===== config.mk =====
export PLATFORM = sky130hd
export DESIGN_NAME = sliding_window_avg_min_max
export DESIGN_NICKNAME = d
export VERILOG_FILES = /design/src/design/swam_pkg.sv /design/src/design/sliding_window_avg_min_max.sv /design/src/design/swam_cell.sv /design/src/design/swam_div.sv
export SDC_FILE = /design/constraint.sdc
export NUM_CORES = 2
export LEC_CHECK = 0
export BUFFER_PORTS_ARGS = -buffer_cell sky130_fd_sc_hd__buf_2
export CORE_ASPECT_RATIO = 0.5
export CORE_MARGIN = 2
export CORE_UTILIZATION = 63
export DETAILED_ROUTE_END_ITERATION = 16
export PLACE_DENSITY = 0.8
export SYNTH_ARGS = -nofsm -noshare
export SYNTH_HDL_FRONTEND = slang
export SYNTH_SLANG_ARGS = --single-unit

===== constraint.sdc =====
create_clock -name i_clk -period 4.6 [get_ports i_clk]
set_input_delay 0.69 -clock i_clk [delete_from_list [all_inputs] [get_ports i_clk]]
set_output_delay 0.69 -clock i_clk [all_outputs]
set_load 0.02 [all_outputs]

===== src/design/swam_pkg.sv =====
// ----------------------------------------------------------------------------
// swam_pkg: shared types and constants
// state codes, event and compare codes and glyphs for the sliding window
// average / min / max block
// ----------------------------------------------------------------------------
package swam_pkg;

    typedef enum logic [1:0] {
        ST_IDLE,
        ST_CALC,
        ST_FINISH
    } t_state;

    typedef enum logic [2:0] {
        EV_NONE    = 3'd0,
        EV_COMPARE = 3'd1,
        EV_CLEAR   = 3'd2,
        EV_MIN     = 3'd3,
        EV_MAX     = 3'd4
    } t_event;

    typedef enum logic [1:0] {
        CMP_NONE  = 2'd0,
        CMP_BELOW = 2'd1,
        CMP_ABOVE = 2'd2,
        CMP_EQUAL = 2'd3
    } t_cmp;

    // active-low seven-segment glyphs
    localparam logic [6:0] GLYPH_L     = 7'h47;
    localparam logic [6:0] GLYPH_G     = 7'h02;
    localparam logic [6:0] GLYPH_E     = 7'h06;
    localparam logic [6:0] GLYPH_BLANK = 7'h7f;

endpackage


===== src/design/sliding_window_avg_min_max.sv =====
// ----------------------------------------------------------------------------
// sliding_window_avg_min_max: windowed average, min and max of switch samples
// keeps the last WINDOW_DEPTH changed samples and reports held statistics
// plus a display event for every trigger edge
// ----------------------------------------------------------------------------
// usage
//   input stream s_axis: one transaction per switch reading (sample in tdata,
//   trigger and mode flags in tuser). output stream m_axis: exactly one
//   transaction per input transaction, in order.
//   a reading that differs from the previous one shifts into a row of
//   WINDOW_DEPTH cells; partial min / max move one cell per cycle, and the
//   average is the running sum shifted down, rounded toward zero
//   (WINDOW_DEPTH is a power of two).
//   a changed sample stays in ST_CALC for the min / max walk through the row;
//   an unchanged sample goes straight from ST_IDLE to ST_FINISH.
//   one reading is in work at a time; the next one is taken in the cycle after the
//   result is loaded.
//   stall: a result waiting in the output register does not block taking the
//   next reading; that reading finishes and then waits until the register
//   frees up. s_axis_tready drops while a reading is in work.
//   reset (synchronous, active low): window, sum, previous sample/trigger
//   and held values cleared to zero, output stream empty.
// ----------------------------------------------------------------------------
module sliding_window_avg_min_max
    import swam_pkg::*;
#(
    parameter int WINDOW_DEPTH = 16,
    parameter int SAMPLE_WIDTH = 16
) (
    input  logic                                         i_clk,
    input  logic                                         i_rst_n,
    // input stream
    input  logic                                         s_axis_tvalid,
    output logic                                         s_axis_tready,
    // tdata: sample, zero padded to bytes
    input  logic [((SAMPLE_WIDTH+7)/8)*8-1:0]            s_axis_tdata,
    // tuser: trigger, mode
    input  logic [1:0]                                   s_axis_tuser,
    // output stream
    output logic                                         m_axis_tvalid,
    input  logic                                         m_axis_tready,
    // tdata: average, window_min, window_max, compare_code, segment_pattern,
    // zero padded to bytes
    output logic [((3*SAMPLE_WIDTH+9+7)/8)*8-1:0]        m_axis_tdata,
    // tuser: event_res
    output logic [2:0]                                   m_axis_tuser
);

    localparam int SW      = SAMPLE_WIDTH;
    localparam int SUM_W   = SW + $clog2(WINDOW_DEPTH) + 1;
    localparam int CALC_N  = WINDOW_DEPTH;
    localparam int CNT_W   = $clog2(CALC_N + 1);
    localparam int OUT_W   = ((3*SAMPLE_WIDTH+9+7)/8)*8;
    localparam logic [CNT_W-1:0] CNT_LAST  = CNT_W'(CALC_N - 1);

    // ---------------------------------------------------------------- input
    logic signed [SW-1:0] w_in_sample;
    logic                 w_in_trig;
    logic                 w_in_mode;
    logic                 w_accept;
    logic                 w_changed;

    assign w_in_sample = s_axis_tdata[SW-1:0];
    assign w_in_trig   = s_axis_tuser[0];
    assign w_in_mode   = s_axis_tuser[1];
    assign w_accept    = s_axis_tvalid && s_axis_tready;

    // ---------------------------------------------------------------- registers
    t_state               r_state, n_state;
    logic [CNT_W-1:0]     r_cnt;
    logic signed [SW-1:0] r_prev_sample;
    logic                 r_prev_trig;
    logic signed [SW-1:0] r_sample;
    logic                 r_changed;
    logic                 r_falling;
    logic                 r_rising;
    logic                 r_mode;
    logic signed [SUM_W-1:0] r_sum;
    logic signed [SW-1:0] r_hold_avg;
    logic signed [SW-1:0] r_hold_min;
    logic signed [SW-1:0] r_hold_max;
    logic                 r_out_valid;
    logic signed [SW-1:0] r_out_avg;
    logic signed [SW-1:0] r_out_min;
    logic signed [SW-1:0] r_out_max;
    t_event               r_out_ev;
    t_cmp                 r_out_cmp;
    logic [6:0]           r_out_seg;

    assign w_changed   = (w_in_sample != r_prev_sample);

    // control from the sequencer
    logic     w_shift;
    logic     w_finish;

    // ---------------------------------------------------------------- window cells
    logic signed [SW-1:0] w_data [WINDOW_DEPTH];
    logic signed [SW-1:0] w_min  [WINDOW_DEPTH];
    logic signed [SW-1:0] w_max  [WINDOW_DEPTH];

    for (genvar k = 0; k < WINDOW_DEPTH; k++) begin : g_cell
        logic signed [SW-1:0] w_next;
        logic signed [SW-1:0] w_cmin;
        logic signed [SW-1:0] w_cmax;

        // newest sample enters at the top, oldest entry sits in cell 0
        if (k == WINDOW_DEPTH - 1) begin : g_top
            assign w_next = w_in_sample;
        end else begin : g_mid
            assign w_next = w_data[k+1];
        end

        // cell 0 starts the min / max chain with its own entry
        if (k == 0) begin : g_first
            assign w_cmin = w_data[0];
            assign w_cmax = w_data[0];
        end else begin : g_rest
            assign w_cmin = w_min[k-1];
            assign w_cmax = w_max[k-1];
        end

        swam_cell #(
            .SAMPLE_WIDTH (SW)
        ) u_cell (
            .i_clk   (i_clk),
            .i_rst_n (i_rst_n),
            .i_shift (w_shift),
            .i_data  (w_next),
            .i_min   (w_cmin),
            .i_max   (w_cmax),
            .o_data  (w_data[k]),
            .o_min   (w_min[k]),
            .o_max   (w_max[k])
        );
    end

    // ---------------------------------------------------------------- running sum
    logic signed [SUM_W-1:0] w_new_sum;
    logic signed [SW-1:0]    w_avg;

    assign w_new_sum = r_sum - SUM_W'(w_data[0]) + SUM_W'(w_in_sample);

    // truncation toward zero of the registered sum
    swam_div #(
        .DIVIDEND_W (SUM_W),
        .QUOTIENT_W (SW),
        .DIVISOR    (WINDOW_DEPTH)
    ) u_div (
        .i_dividend (r_sum),
        .o_quotient (w_avg)
    );

    // ---------------------------------------------------------------- sequencer
    always_comb begin
        n_state = r_state;
        case (r_state)
            ST_IDLE: begin
                if (w_accept) begin
                    n_state = w_changed ? ST_CALC : ST_FINISH;
                end
            end
            ST_CALC: begin
                if (r_cnt == CNT_LAST) begin
                    n_state = ST_FINISH;
                end
            end
            ST_FINISH: begin
                if (!r_out_valid || m_axis_tready) begin
                    n_state = ST_IDLE;
                end
            end
            default: n_state = ST_IDLE;
        endcase
    end

    always_comb begin
        s_axis_tready  = 1'b0;
        w_shift        = 1'b0;
        w_finish       = 1'b0;
        case (r_state)
            ST_IDLE: begin
                s_axis_tready  = 1'b1;
                w_shift        = w_accept && w_changed;
            end
            ST_CALC: begin
            end
            ST_FINISH: begin
                w_finish = !r_out_valid || m_axis_tready;
            end
            default: begin
            end
        endcase
    end

    always_ff @(posedge i_clk) begin
        if (!i_rst_n) begin
            r_state <= ST_IDLE;
            r_cnt   <= '0;
        end else begin
            r_state <= n_state;
            if (r_state == ST_CALC && r_cnt != CNT_LAST) begin
                r_cnt <= r_cnt + 1'b1;
            end else begin
                r_cnt <= '0;
            end
        end
    end

    // ---------------------------------------------------------------- state of the reading
    always_ff @(posedge i_clk) begin
        if (!i_rst_n) begin
            r_prev_sample <= '0;
            r_prev_trig   <= 1'b0;
            r_sum         <= '0;
            r_hold_avg    <= '0;
            r_hold_min    <= '0;
            r_hold_max    <= '0;
        end else begin
            if (w_accept) begin
                r_prev_sample <= w_in_sample;
                r_prev_trig   <= w_in_trig;
            end
            if (w_shift) begin
                r_sum <= w_new_sum;
            end
            if (w_finish && r_changed) begin
                r_hold_avg <= w_avg;
                r_hold_min <= w_min[WINDOW_DEPTH-1];
                r_hold_max <= w_max[WINDOW_DEPTH-1];
            end
        end
    end

    // captured reading, payload only
    always_ff @(posedge i_clk) begin
        if (w_accept) begin
            r_sample  <= w_in_sample;
            r_changed <= w_changed;
            r_falling <= r_prev_trig && !w_in_trig;
            r_rising  <= !r_prev_trig && w_in_trig;
            r_mode    <= w_in_mode;
        end
    end

    // ---------------------------------------------------------------- event
    logic signed [SW-1:0] w_res_avg;
    logic signed [SW-1:0] w_res_min;
    logic signed [SW-1:0] w_res_max;
    t_event               w_ev;
    t_cmp                 w_cmp;
    logic [6:0]           w_seg;

    // fresh statistics on a changed reading, held ones otherwise
    assign w_res_avg = r_changed ? w_avg : r_hold_avg;
    assign w_res_min = r_changed ? w_min[WINDOW_DEPTH-1] : r_hold_min;
    assign w_res_max = r_changed ? w_max[WINDOW_DEPTH-1] : r_hold_max;

    always_comb begin
        w_ev  = EV_NONE;
        w_cmp = CMP_NONE;
        w_seg = GLYPH_BLANK;
        if (r_mode) begin
            if (r_falling) begin
                w_ev = EV_COMPARE;
                if (w_res_avg < r_sample) begin
                    w_cmp = CMP_BELOW;
                    w_seg = GLYPH_L;
                end else if (w_res_avg > r_sample) begin
                    w_cmp = CMP_ABOVE;
                    w_seg = GLYPH_G;
                end else begin
                    w_cmp = CMP_EQUAL;
                    w_seg = GLYPH_E;
                end
            end else if (r_rising) begin
                w_ev = EV_CLEAR;
            end
        end else begin
            if (r_falling) begin
                w_ev = EV_MIN;
            end else if (r_rising) begin
                w_ev = EV_MAX;
            end
        end
    end

    // ---------------------------------------------------------------- output register
    always_ff @(posedge i_clk) begin
        if (!i_rst_n) begin
            r_out_valid <= 1'b0;
        end else if (w_finish) begin
            r_out_valid <= 1'b1;
        end else if (m_axis_tready) begin
            r_out_valid <= 1'b0;
        end
    end

    always_ff @(posedge i_clk) begin
        if (w_finish) begin
            r_out_avg <= w_res_avg;
            r_out_min <= w_res_min;
            r_out_max <= w_res_max;
            r_out_ev  <= w_ev;
            r_out_cmp <= w_cmp;
            r_out_seg <= w_seg;
        end
    end

    assign m_axis_tvalid = r_out_valid;
    assign m_axis_tdata  = OUT_W'({r_out_seg, r_out_cmp, r_out_max, r_out_min, r_out_avg});
    assign m_axis_tuser  = r_out_ev;

`ifndef NO_ASSERTIONS
    // one reading in work at a time
    a_single_item: assert property (@(posedge i_clk) disable iff (!i_rst_n)
        w_accept |=> !s_axis_tready)
        else $error("input taken while a reading is in work");

    // only a compare event carries a glyph
    a_glyph_only_on_compare: assert property (@(posedge i_clk) disable iff (!i_rst_n)
        (m_axis_tvalid && r_out_ev != EV_COMPARE) |->
            (r_out_cmp == CMP_NONE && r_out_seg == GLYPH_BLANK))
        else $error("glyph shown without compare event");

    // window minimum never above window maximum
    a_min_le_max: assert property (@(posedge i_clk) disable iff (!i_rst_n)
        m_axis_tvalid |-> (r_out_min <= r_out_max))
        else $error("window min above window max");

    // step counter idles outside the calculation
    a_cnt_idle: assert property (@(posedge i_clk) disable iff (!i_rst_n)
        (r_state != ST_CALC) |-> (r_cnt == '0))
        else $error("step counter running outside calculation");
`endif

endmodule


===== src/design/swam_cell.sv =====
// ----------------------------------------------------------------------------
// swam_cell: one window entry
// holds one sample, shifts toward the oldest end and folds its entry into
// the running min / max handed along from the neighbor
// ----------------------------------------------------------------------------
module swam_cell
    import swam_pkg::*;
#(
    parameter int SAMPLE_WIDTH = 16
) (
    input  logic                           i_clk,
    input  logic                           i_rst_n,
    input  logic                           i_shift,
    input  logic signed [SAMPLE_WIDTH-1:0] i_data,
    input  logic signed [SAMPLE_WIDTH-1:0] i_min,
    input  logic signed [SAMPLE_WIDTH-1:0] i_max,
    output logic signed [SAMPLE_WIDTH-1:0] o_data,
    output logic signed [SAMPLE_WIDTH-1:0] o_min,
    output logic signed [SAMPLE_WIDTH-1:0] o_max
);

    logic signed [SAMPLE_WIDTH-1:0] r_data;
    logic signed [SAMPLE_WIDTH-1:0] r_min;
    logic signed [SAMPLE_WIDTH-1:0] r_max;

    always_ff @(posedge i_clk) begin
        if (!i_rst_n) begin
            r_data <= '0;
        end else if (i_shift) begin
            r_data <= i_data;
        end
    end

    // partial results move one cell per cycle
    always_ff @(posedge i_clk) begin
        r_min <= (r_data < i_min) ? r_data : i_min;
        r_max <= (r_data > i_max) ? r_data : i_max;
    end

    assign o_data = r_data;
    assign o_min  = r_min;
    assign o_max  = r_max;

endmodule


===== src/design/swam_div.sv =====
// ----------------------------------------------------------------------------
// swam_div: signed divide by a power-of-two constant
// arithmetic shift with a bias on negative dividends, so the quotient is
// truncated toward zero
// ----------------------------------------------------------------------------
module swam_div #(
    parameter int DIVIDEND_W = 21,
    parameter int QUOTIENT_W = 16,
    parameter int DIVISOR    = 16
) (
    input  logic signed [DIVIDEND_W-1:0] i_dividend,
    output logic signed [QUOTIENT_W-1:0] o_quotient
);

    localparam int SHIFT = $clog2(DIVISOR);
    localparam logic signed [DIVIDEND_W-1:0] BIAS = DIVIDEND_W'(DIVISOR - 1);

    logic signed [DIVIDEND_W-1:0] w_biased;
    logic signed [DIVIDEND_W-1:0] w_shifted;

    // negative dividends are lifted by divisor - 1 so the shift rounds up
    assign w_biased   = i_dividend[DIVIDEND_W-1] ? (i_dividend + BIAS) : i_dividend;
    assign w_shifted  = w_biased >>> SHIFT;
    assign o_quotient = w_shifted[QUOTIENT_W-1:0];

endmodule

# After elaboration in Yosys (flattened, before gate mapping)
# Index checks and enable logic that the tools add are counted.
# word_totals
reg_bits,926
out_inout_bits,69
elab_cells,183
# op_classes
addsub,4
magnitude_cmp,32
n_eq_ne,8
n_mux,52
bitwise,2
n_reduce_logical,16
# ops
cell,n
$mux 16,33
$gt 16x16->1,16
$lt 16x16->1,16
$add 21x16->21,1
$sub 21x16->21,1
$add 20x5->20 const B,1
$mux 20,1
$ne 16x16->1,1
$mux 2,6
$mux 3,4
$mux 1,7
$logic_and 1x1->1,6
$ne 2x2->1 const B,3
$pmux 2 s3,1
$add 5x1->5 const B,1
$eq 5x4->1 const B,1
$ne 5x4->1 const B,1
$reduce_and 2->1,2
$logic_not 1->1,3
$reduce_and 3->1,1
$reduce_or 3->1,1
$eq 2x1->1 const B,1
$eq 2x2->1 const B,1
$logic_not 2->1,1
3 further kinds,4

# Logic depth before layout (Yosys ltp)
# depth
ltp_word,6
depth_mapped,15

# Hierarchy
# Synthesis repeated with hierarchy kept, for this count alone.
# unflattened
hier_cells,4793
area_unflattened_um2,49613.8
# by_module_without_submodules
mod,instances,cells_each,area_per_inst_um2,seq_area_each_um2
swam_cell (g_cell[0].u_cell ...),15,239,2521.2,960.9
sliding_window_avg_min_max,1,876,8590.7,4164.0
swam_cell (g_cell[10].u_cell),1,294,2924.1,960.9
swam_div,1,38,281.5,0.0

# Worst setup path before layout
# OpenSTA, ideal clock, no wires.
# synth_path
kind,input to register
startpoint,input port m_axis_tready
endpoint,register r_hold_avg[10]
setup_ps,86
arrival_ps,3254
t_required_ps,4514
slack_ps,1260
cell_stages,7
path_cell_list,nand2b_1 and3_1 and2_1 clkbuf_1 clkbuf_1 nor2_1 a211oi_1
# synth_between
elab_chain_len,3
# synth_rtl
element,line_no,source
from (decl),sliding_window_avg_min_max.sv:41,"input logic m_axis_tready,"
$logic_or 1x1->1,sliding_window_avg_min_max.sv:188,w_finish = !r_out_valid || m_axis_tready;
$mux 1,sliding_window_avg_min_max.sv:180,case (r_state)
net w_finish,sliding_window_avg_min_max.sv:94,logic w_finish;
$logic_and 1x1->1,sliding_window_avg_min_max.sv:226,if (w_finish && r_changed) begin
to (signal assigned),sliding_window_avg_min_max.sv:227,r_hold_avg <= w_avg;
to (decl),sliding_window_avg_min_max.sv:79,logic signed [SW-1:0] r_hold_avg;
# The timed path passes the listed nets, and every way through them passes these cells.
# A chain may end at the register's enable or synchronous reset.

# Worst setup path in the final report
# layout_path
startpoint,register r_sum[20]
endpoint,"register r_out_seg[2], data pin"
# layout_between
elab_chain_len,4
word_cells_on_any_way,6
# layout_rtl
element,line_no,source
from (decl),sliding_window_avg_min_max.sv:78,logic signed [SUM_W-1:0] r_sum;
from (signal assigned),sliding_window_avg_min_max.sv:224,r_sum <= w_new_sum;
$mux 20 *,swam_div.sv:22,assign w_biased = i_dividend[DIVIDEND_W-1] ? (i_dividend + BIAS) : i_dividend;
$mux 16 *,sliding_window_avg_min_max.sv:254,assign w_res_avg = r_changed ? w_avg : r_hold_avg;
net w_res_avg[15],sliding_window_avg_min_max.sv:246,logic signed [SW-1:0] w_res_avg;
$lt 16x16->1 / $gt 16x16->1 (equally long branches),"sliding_window_avg_min_max.sv:265, sliding_window_avg_min_max.sv:268",
$reduce_or 3->1 (no source line) / $mux 3 (equally long branches),--,
to (signal assigned),sliding_window_avg_min_max.sv:305,r_out_seg <= w_seg;
to (decl),sliding_window_avg_min_max.sv:88,logic [6:0] r_out_seg;
# Mark *: on every way through the listed nets, which the timed path passes. The rest lies on a longest branch.

==> key figures <==
Timing
  • Min Tclk post-route: 4.01 ns
  • Slew Limit Fails: 0
  • Setup TNS Final: 0 ns
  • Setup Skew: 0.0166 ns
  • Final Hold Viols: 0
  • Minimum hold slack: 0.215 ns
  • Max Clock Freq: 250 MHz
  • RSZ-0062 raised after global routing: false
  • Endpoints failing setup: 0
  • Fin crit share: 0.871
  • Worst-Margin Slew: 1.27 ns
  • Slew headroom: 0.156

Synth
  • Main flop type after synthesis: dfxtp_1
  • Leading area contributor after synthesis: dfxtp_1
  • Synth warn: 0
  • Number of synthesized register bits: 922
  • Post-synth EDFFs: 76
  • Share of the synthesized area in the top cell type: 0.378
  • Synthesized cell area: 44800 um^2
  • Largest cells by area after synthesis: dfxtp_1 (38%), ha_1 (14%), mux2_2 (12%), nand2_1 (5.8%), a21oi_1 (5.3%)
  • Mapped Cells: 4638
  • Yosys cell types: 82
  • Seq/Total Area, Yosys: 0.429
  • Ys async rst share: 0
  • Syn avg cell area: 9.66 um^2

Clock network
  • Clk buf depth: 3
  • Clk root buf: clkbuf_16
  • Post-CTS setup buffer count: 0
  • Sink Count: 922
  • CTS tree: yes
  • CTS clk-pin slew, worst paths: 0.07 ns
  • Num CTS Buffers: 81
  • Post-CTS resize count: 0
  • Htree depth: 3
  • Post-CTS Hold Fix Bufs: 0
  • Clk_lat worst skew: 0.65 ns

Detailed routing
  • Total number of vias: 32500
  • Routed wire length: 105000 um
  • DR vias/cell: 5.71
  • Drt first pass iters: 5
  • Final ANT Viol Nets: 0
  • DRC: 0
  • WL/cell: 18.5 um
  • Initial DRC count: 2188

Power and ir drop
  • PnR Total Power: 17300 uW
  • Peak supply drop: 316 uV
  • Power Density: 357 nW/um^2
  • LEAKAGE: 0.0202 uW

Hold path
  • Worst hold stages: 1
  • HP Class: in2reg

Floorplan
  • FP Rows: 69
  • Initial Util: 0.634
  • I/O pin count: 91
  • Core Box Area: 70700 um^2
  • Die Width: 381 um
  • Chip Height: 193 um
  • Die area: 73400 um^2

GRT
  • Grt ovf: 0
  • Initial antenna violation count: 1
  • First-pass GRT wire length: 169000 um
  • Largest net degree at the start of global routing: 149
  • Global Route Usage Sum: 0.283
  • Vias in the first global route: 32400

Critical path
  • Setup crit start: r_sum[20]
  • Worst r2r src: r_sum[20]
  • CP max stage cell: nor4_2
  • Worst Reg-to-Reg Cells: 14
  • Slowest stage delay, CP: 0.50 ns
  • FF-to-FF setup slack: 0.59 ns
  • Arr. time, crit path: 4.40 ns
  • CP required: 4.99 ns
  • Critical path class: reg2reg
  • R2r endpoint: r_out_seg[2]
  • CP endpoint: r_out_seg[2]
  • Setup crit end kind: flop
  • CP Cell Sequence: o41ai_2 -> nor4_2 -> nand3_1 -> nor3_2 -> nand4_1 -> xnor2_1 -> a21oi_1 -> ha_1 -> nand4_1 -> nor3_1 -> o21a_1 -> nor3_1 -> a211oi_1 -> nand2_1
  • CP Launch Type: flop
  • Worst-path fanout max: 5

Finish
  • Fillers: 5086
  • Area of the multi-input gates: 22600 um^2
  • Register area: 19200 um^2
  • Commonest non-fill, non-tap cell in the layout: dfxtp_1
  • Fin util: 0.686
  • Post-route cell area: 48500 um^2
  • Antenna cells: 0
  • Final #Nets: 5192
  • Most frequent cells in the layout: dfxtp_1 (846), nand2_1 (695), inv_1 (579)
  • Area grow syn2layout: 8.25%
  • Fraction of layout cells with a size suffix above 1: 0.167

Placed design
  • Placed cell areas: 45800 um^2
  • Routability cong.: 0.915
  • Post-DP HPWL: 74300 um
  • IO Port Bufs: 82

Run
  • # Max-Cap Violations: 0

Outcome
  • Status: complete, no violations
-- layer usage --
metal | track usage | part of all wire | routed length [um]
met5 | 0 | 0.00012 | 13
met1 | 0.373 | 0.45 | 47500
met4 | 0.112 | 0.037 | 3910
met3 | 0.0325 | 0.039 | 4050
met2 | 0.479 | 0.47 | 49500
-- critical path: cells and delay by family (launching register included) --
kind            cells  cell delay [ns]
compound gates      4             0.86
simple gates        8             1.89
xor+xnor            1             0.23
flops               1             0.38
fa+ha+maj           1             0.39
-- synthesized netlist by cell type, types with 9 or more instances --
master    instances
nor3_1           17
xor2_1           28
a21o_1          115
o21a_1           15
inv_1           580
mux2_4           20
mux2_2          493
o21ai_0          85
nand3_1          39
o211ai_1          9
fa_1             20
clkbuf_1         68
a21oi_1         476
buf_4            25
nand2_1         696
nor2b_1          32
buf_1             9
nor2_1          111
buf_2            54
and3_1           19
nand2b_1         31
nand4_1          67
dfxtp_1         846
edfxtp_1         76
a211oi_1         35
ha_1            490
xnor2_1          24
-- how the worst min path moves through the flow --
stage / slack, ns / to / startpoint
after floorplan: 0.35 / g_cell[0].u_cell.o_min[0] / g_cell[0].u_cell.o_data[0]
after global placement: 0.37 / g_cell[0].u_cell.o_min[0] / g_cell[0].u_cell.o_data[0]
after detailed placement: 0.37 / g_cell[0].u_cell.o_min[0] / g_cell[0].u_cell.o_data[0]
after CTS: 0.19 / r_mode / s_axis_tuser[1]
after global routing: 0.20 / r_mode / s_axis_tuser[1]
final: 0.22 / r_mode / s_axis_tuser[1]
-- area by class of cell --
cell class | instances | area share
Clock buffer | 111 | 0.0472
Clock inverter | 37 | 0.00875
Inverter | 580 | 0.0450
Multi-Input combinational cell | 2976 | 0.465
Sequential cell | 922 | 0.396
Tap cell | 958 | 0.0247
Timing Repair Buffer | 99 | 0.0126
-- per-stage QoR --
step	std cells	setup slack [ns]
2_1_floorplan	4644	1.26
3_3_place_gp	5535	0.882
3_5_place_dp	5535	0.679
4_1_cts	5683	0.586
5_1_grt	5683	0.244
6_report	5683	0.593
-- state kept, by name, indices dropped and copies added (netlist names), 21 cells and up --
name,flops
g_cell.u_cell.o_min,256
g_cell.u_cell.o_max,240
r_sum,21
g_cell.u_cell.o_data,256
-- report_power, final --
part / total, uW / switching [uW] / leakage [uW] / internal (uW)
combinational: 1950 / 1200 / 0.0114 / 754
clock: 7000 / 3090 / 0.00132 / 3920
sequential: 8340 / 111 / 0.00753 / 8220
-- logic make-up (layout without fill, tap and decap cells) --
logic type,after synthesis,in the layout,synth area share
compound gates,832,832,0.112
fa+ha+maj,510,510,0.146
other cells,2,8,0.000168
flops,922,922,0.429
mux,521,521,0.133
buf+inv,746,827,0.0681
xor+xnor,52,52,0.0102
simple gates,1053,1053,0.102
(Power assumes the default switching activity.)
